--- src/hw/rtl/noctce_pkg.sv ---
`timescale 1ns / 1ps
`default_nettype none
// ----------------------------------------------------------------------------
// noctce_pkg
// Shared types, codes and helpers for the NoC link load estimator.
// ----------------------------------------------------------------------------
package noctce_pkg;

  localparam int MAX_CORES = 16;

  localparam int SIZE_W  = 32;
  localparam int SER_W   = 33;
  localparam int HOP_W   = 6;
  localparam int LAT_W   = 16;
  localparam int ROUTE_W = HOP_W + LAT_W;
  localparam int SUM_W   = SER_W + 1;
  localparam int ISO_W   = HOP_W + SUM_W;
  localparam int LOAD_W  = 64;
  localparam int CFG_W   = 16;
  localparam int OUT_DW  = 208;

  localparam logic [2:0] REG_CORE_COUNT = 3'd0;
  localparam logic [2:0] REG_TOPOLOGY   = 3'd1;
  localparam logic [2:0] REG_MESH_COLS  = 3'd2;
  localparam logic [2:0] REG_HOP_LAT    = 3'd3;
  localparam logic [2:0] REG_SWITCH     = 3'd4;
  localparam logic [2:0] REG_CONTENTION = 3'd5;
  localparam logic [2:0] REG_ROUTE_ORD  = 3'd6;
  localparam logic [2:0] REG_LINK_WIDTH = 3'd7;

  localparam logic [1:0] TOPO_RING = 2'd1;
  localparam logic [1:0] TOPO_MESH = 2'd2;

  localparam logic [1:0] SW_HOP_ONLY = 2'd0;
  localparam logic [1:0] SW_CUT      = 2'd1;
  localparam logic [1:0] SW_SAF      = 2'd2;

  typedef enum logic [9:0] {
    ST_CLR  = 10'b00_0000_0001,
    ST_IDLE = 10'b00_0000_0010,
    ST_CHK  = 10'b00_0000_0100,
    ST_DIV  = 10'b00_0000_1000,
    ST_CAL1 = 10'b00_0001_0000,
    ST_CAL2 = 10'b00_0010_0000,
    ST_WRD  = 10'b00_0100_0000,
    ST_WWR  = 10'b00_1000_0000,
    ST_SCAN = 10'b01_0000_0000,
    ST_FIN  = 10'b10_0000_0000
  } noctce_state_t;

  typedef struct packed {
    logic accept;
    logic setup;
    logic set_err;
    logic div_step;
    logic calc1;
    logic calc2;
    logic walk_rd;
    logic walk_wr;
    logic scan_start;
    logic scan_step;
    logic clr_step;
    logic out_load;
  } noctce_cmd_t;

  typedef struct packed {
    logic err;
    logic pre_bad;
    logic div_done;
    logic iso_bad;
    logic at_dst;
    logic nx_bad;
    logic arrive;
    logic last;
    logic scan_done;
    logic clr_done;
    logic out_busy;
  } noctce_sts_t;

  typedef struct packed {
    logic [3:0] row;
    logic [3:0] col;
  } noctce_pos_t;

  // 4-step restoring divide of a node number by the column count
  function automatic noctce_pos_t node_pos(input logic [3:0] a, input logic [4:0] b);
    logic [5:0]  r;
    noctce_pos_t p;
    r = '0;
    p = '0;
    for (int i = 3; i >= 0; i--) begin
      r = {r[4:0], a[i]};
      if (r >= {1'b0, b}) begin
        r = r - {1'b0, b};
        p.row[i] = 1'b1;
      end
    end
    p.col = r[3:0];
    return p;
  endfunction

endpackage
`default_nettype wire

--- src/hw/rtl/noctce_ctrl.sv ---
`timescale 1ns / 1ps
`default_nettype none
// ----------------------------------------------------------------------------
// noctce_ctrl
// Sequencer: memory clear, check, divide, route time, link walk, final scan and report.
// ----------------------------------------------------------------------------
module noctce_ctrl import noctce_pkg::*; (
  input  wire logic        clk,
  input  wire logic        rst_n,
  input  wire logic        in_valid,
  output logic             in_ready,
  input  noctce_sts_t      sts,
  output noctce_cmd_t      cmd
);

  noctce_state_t state_r, state_nxt;

  always_ff @(posedge clk) begin
    if (!rst_n) begin
      state_r <= ST_CLR;
    end else begin
      state_r <= state_nxt;
    end
  end

  assign in_ready = (state_r == ST_IDLE);

  always_comb begin
    state_nxt = state_r;
    cmd       = '0;
    case (state_r)
      ST_CLR: begin
        cmd.clr_step = 1'b1;
        if (sts.clr_done) state_nxt = ST_IDLE;
      end
      ST_IDLE: begin
        if (in_valid) begin
          cmd.accept = 1'b1;
          state_nxt  = ST_CHK;
        end
      end
      ST_CHK: begin
        // a batch already in error skips straight to the end check
        if (sts.err) begin
          state_nxt = sts.last ? ST_SCAN : ST_IDLE;
          cmd.scan_start = sts.last;
        end else if (sts.pre_bad) begin
          cmd.set_err = 1'b1;
          state_nxt = sts.last ? ST_SCAN : ST_IDLE;
          cmd.scan_start = sts.last;
        end else begin
          cmd.setup = 1'b1;
          state_nxt = ST_DIV;
        end
      end
      ST_DIV: begin
        cmd.div_step = 1'b1;
        if (sts.div_done) state_nxt = ST_CAL1;
      end
      ST_CAL1: begin
        cmd.calc1 = 1'b1;
        state_nxt = ST_CAL2;
      end
      ST_CAL2: begin
        cmd.calc2 = 1'b1;
        if (sts.iso_bad || sts.at_dst) begin
          cmd.set_err    = sts.iso_bad;
          cmd.scan_start = sts.last;
          state_nxt      = sts.last ? ST_SCAN : ST_IDLE;
        end else begin
          state_nxt = ST_WRD;
        end
      end
      ST_WRD: begin
        if (sts.nx_bad) begin
          cmd.set_err    = 1'b1;
          cmd.scan_start = sts.last;
          state_nxt      = sts.last ? ST_SCAN : ST_IDLE;
        end else begin
          cmd.walk_rd = 1'b1;
          state_nxt   = ST_WWR;
        end
      end
      ST_WWR: begin
        cmd.walk_wr = 1'b1;
        if (sts.arrive) begin
          cmd.scan_start = sts.last;
          state_nxt      = sts.last ? ST_SCAN : ST_IDLE;
        end else begin
          state_nxt = ST_WRD;
        end
      end
      ST_SCAN: begin
        cmd.scan_step = 1'b1;
        if (sts.scan_done) state_nxt = ST_FIN;
      end
      ST_FIN: begin
        if (!sts.out_busy) begin
          cmd.out_load = 1'b1;
          state_nxt    = ST_IDLE;
        end
      end
      default: state_nxt = ST_CLR;
    endcase
  end

endmodule
`default_nettype wire

--- config.mk ---
export PLATFORM = sky130hd
export DESIGN_NAME = noctce_ctrl
export DESIGN_NICKNAME = d
export VERILOG_FILES = /design/src/hw/rtl/noctce_pkg.sv /design/src/hw/rtl/noctce_ctrl.sv
export SDC_FILE = /design/constraint.sdc
export NUM_CORES = 1
export LEC_CHECK = 0
export ABC_AREA = 1
export BUFFER_PORTS_ARGS = -buffer_cell sky130_fd_sc_hd__buf_4
export CORE_AREA = 3 3 54 56
export DETAILED_ROUTE_END_ITERATION = 6
export DIE_AREA = 0 0 57 59
export PLACE_DENSITY = 0.54
export SYNTH_ARGS = -nofsm -noshare
export SYNTH_HDL_FRONTEND = slang
export SYNTH_SLANG_ARGS = --single-unit
--- constraint.sdc ---
create_clock -name clk -period 2.1 [get_ports clk]
set_input_delay 0.315 -clock clk [delete_from_list [all_inputs] [get_ports clk]]
set_output_delay 0.315 -clock clk [all_outputs]
set_load 0.01 [all_outputs]
* After elaboration in Yosys (flattened, before gate mapping)
Cells that the tools add are included.
Storage, ports and cells: bits in registers 10, output and inout bits 13
Cells by class: equality and inequality tests 15, muxes and demuxes 37, reduce and logical (&&, ||, !) cells 2
Operator list (count):
- 10-bit one-hot mux with 10 select lines | 1
- 10-bit two-way mux | 6
- 9-bit two-way mux | 5
- 1-bit two-way mux | 22
- 10-bit by 1-bit equality test with 1-bit output (second input constant) | 1
- 10-bit equality test (second input constant) | 1
- 10-bit by 2-bit equality test with 1-bit output (second input constant) | 1
- 10-bit by 3-bit equality test with 1-bit output (second input constant) | 1
- 10-bit by 4-bit equality test with 1-bit output (second input constant) | 1
- 10-bit by 5-bit equality test with 1-bit output (second input constant) | 1
- 10-bit by 6-bit equality test with 1-bit output (second input constant) | 1
- 10-bit by 7-bit equality test with 1-bit output (second input constant) | 1
- 10-bit by 8-bit equality test with 1-bit output (second input constant) | 1
- 10-bit by 9-bit equality test with 1-bit output (second input constant) | 1
- 2-bit != test (second input constant) | 5
- 5-bit AND reduction | 1
- 1-bit one-hot mux with 4 select lines | 1
- 1-bit one-hot mux with 3 select lines | 1
- 2-bit two-way mux | 1
- 1-bit logical OR | 1

* Depth between registers and ports, before layout
depth after elaboration 4, gate-level depth with buffers 11, gate-level depth less buffers 11

* Worst setup path after synthesis
No wires, ideal clock.
kind register -> output, start point register state_r[6], end point output cmd[9] (netlist name), arrival 1355 ps, path slack 430 ps, stages on the path, launching flop included 6, buffers on the path 0, path through dfxtp_1 -> nor2_4 -> nand2_2 -> nor4_1 -> nand2_1 -> o311ai_0
RTL lines:
- start, declared | line noctce_ctrl.sv:16 | noctce_state_t state_r, state_nxt;
- start signal, assigned | line noctce_ctrl.sv:22 | state_r <= state_nxt;
- end, declared | line noctce_ctrl.sv:13 | output noctce_cmd_t cmd

==> impl_metrics.toml <==
[cells_and_area]
final_cell_mix = "buf_4, inv_1, nor2_1, nand2_1, dfxtp_1"
filler_cell_count = 279
area_delta_synth_final_pct = 37.4
layout.cells.most_common = "buf_4"
antenna_cells = 0
top_regs = "state_r: 10 flops"
layout-drive-gt1-share_pct = 34.7
largest_reg_flops = 10
final_nets = 165
regMostFlops = "state_r"

[power]
powerDensity_mw_per_mm2 = 745
power.switching_w = 0.000302
p_leak_nw = 0.554
ir_worst_vdd_mv = 0.593
combPwrFrac_pct = 46.2
netSwitchingFraction_pct = 40.0
internal_power_w = 0.000452
power.total_w = 0.000754
pwr-share-seq_pct = 30.4
power_frac_clock_pct = 23.5

[clock_network]
post_cts_resized = 0
cts_setup_buffers = 0
clk_latency_ps = 270
cts.clk_slew.worst_paths_ps = 70
h-tree-depth = 1
clock_tree.root_cell = "clkbuf_4"
cts_sinks = 10
postCtsHoldBufs = 0
cts_max_path_buffers = 2
cts_inserted_buffers = 3
cts_tree = "done"

[die]
die_y_um = 59
num_io_pins = 27
core_mm2 = 0.00248
die-area_mm2 = 0.00336
num_rows = 18
start_util_pct = 29.7
die_w_um = 57

[critical_path]
cp_slowest_cell = "dfxtp_1"
critPathMaxStageDelay_ps = 370
cp.arrival_ps = 1550
crit_chain = "nor2_4 > nand2_2 > nor2_4 > nand3_1 > nand2_1 > nor2_1 > nor2_1 > buf_4"
crit_family = "simple AND/OR/NAND/NOR gates"
worstSetupPathType = "reg -> out"
cp.required_ps = 1780
critPathBufInv = 1
setup.worst_path.end_class = "output pin"
crit_fanout = 4
cp-start-kind = "flip-flop"

[placed_design]
dp_hpwl_um = 1570
io_buffers = 26
gp_congestion = 0.811

[status]
status = "finished clean"

[flow_run]
maxCapViolCount = 0

[timing]
period_needed_ps = 1870
grt_setup_unrepaired = "false"
fmax_ghz = 0.535
tightestPinTransition_ps = 326
setup_violations = 0
maxSlewHeadroom_pct = 78.1
fin_skew_ps = 2.93
period_share_pct = 89.0
hold_viol = 0
maxSlewViolCount = 0
tns_ps = 0

[route]
antenna_left = 0
wl_per_cell_um = 10.1
vias_per_cell = 4.44
totalWireLength_um = 1810
drtIter0Drc = 18
num_vias = 799
dr.pass1.iters = 4
drc_errors = 0

[global_routing]
grt_util_all_layers_pct = 11.8
grt_pass1_vias = 788
grt_max_degree = 9
antenna_found_initial = 0
grt-ovfl-total = 0
grt_pass1_wl_um = 3130

[synth]
yosys_warnings = 0
ys_types = 18
synthesis.nets = 134
synth_cells = 120
seq_area_frac_synth_pct = 27.2
netlist_area_um2 = 737
avgSynthCellArea_um2 = 6.14
synth-seq-cells = 10

[hold_path]
hp-class = "in -> reg"
## stage by stage
step | cell area, um2 | hold slack (ps) | worst slack [ps] | utilization, % | std cells
4_1_cts | 1010 | 217 | 90.1 | 40.6 | 180
5_1_grt | 1010 | 229 | 75.9 | 40.9 | 180
3_5_place_dp | 970 | 506 | 389 | 39.1 | 176
3_3_place_gp | 970 | 506 | 456 | 39.1 | 176
2_1_floorplan | 737 | 384 | 430 | - | 120
6_report | 1010 | 226 | 232 | 40.9 | 180
## power groups by stage
stage / clock network (W) / logic, W / registers (W)
5_1_grt: 0.000191 / 0.000395 / 0.000233
6_report: 0.000177 / 0.000348 / 0.000229
2_1_floorplan: 0 / 0.000254 / 0.000229
3_5_place_dp: 0 / 0.000350 / 0.000234
3_3_place_gp: 0 / 0.000349 / 0.000232
4_1_cts: 0.000183 / 0.000350 / 0.000229
## cell type report
class / instances / area [um2] / area share, %
well taps: 30 / 37.5 / 3.71
clock buffers: 4 / 36.3 / 3.58
flip-flops and latches: 10 / 200 / 19.8
inverters: 26 / 97.6 / 9.64
repair buffers: 26 / 195 / 19.3
multi-input cells: 84 / 445 / 44.0
## routing by layer
metal | vias to the layer above | global-route usage [%] | wire length, um
met5 | - | 0 | 0
met4 | 0 | 6.95 | 36
met3 | 4 | 2.40 | 109
met2 | 21 | 18.9 | 833
met1 | 342 | 14.7 | 832
li1 | 432 | - | -
## final timing paths
check                           slack [ps]                       to  depth (start not counted)                     from
worst max-delay path                   230                   cmd[3]                          8  state_r[4]$_SDFFE_PN0P_
worst min-delay path                   230  state_r[0]$_SDFFE_PN1P_                          2                    rst_n
worst max register to register         610  state_r[9]$_SDFFE_PN0P_                         10  state_r[4]$_SDFFE_PN0P_
worst min register to register         550  state_r[0]$_SDFFE_PN1P_                          2  state_r[0]$_SDFFE_PN1P_
## Yosys cell counts (all sizes together)
| master | count | area (um2) |
|---|---|---|
| nand2 | 26 | 118 |
| o311ai | 1 | 8.76 |
| or2 | 2 | 12.5 |
| o21ai | 5 | 25.0 |
| nand3 | 9 | 50.1 |
| nor2 | 31 | 169 |
| dfxtp | 10 | 200 |
| nand3b | 2 | 15.0 |
| inv | 26 | 97.6 |
| a21oi | 5 | 25.0 |
| nor4 | 1 | 6.26 |
| nor3 | 2 | 10.0 |
## kinds of logic after synthesis
family	after synthesis	share of synthesized area, %
flops	10	27.2
compound gates	11	7.98
buf+inv	26	13.2
simple gates	73	51.6
Note: power is estimated with default switching activity, not from simulation.
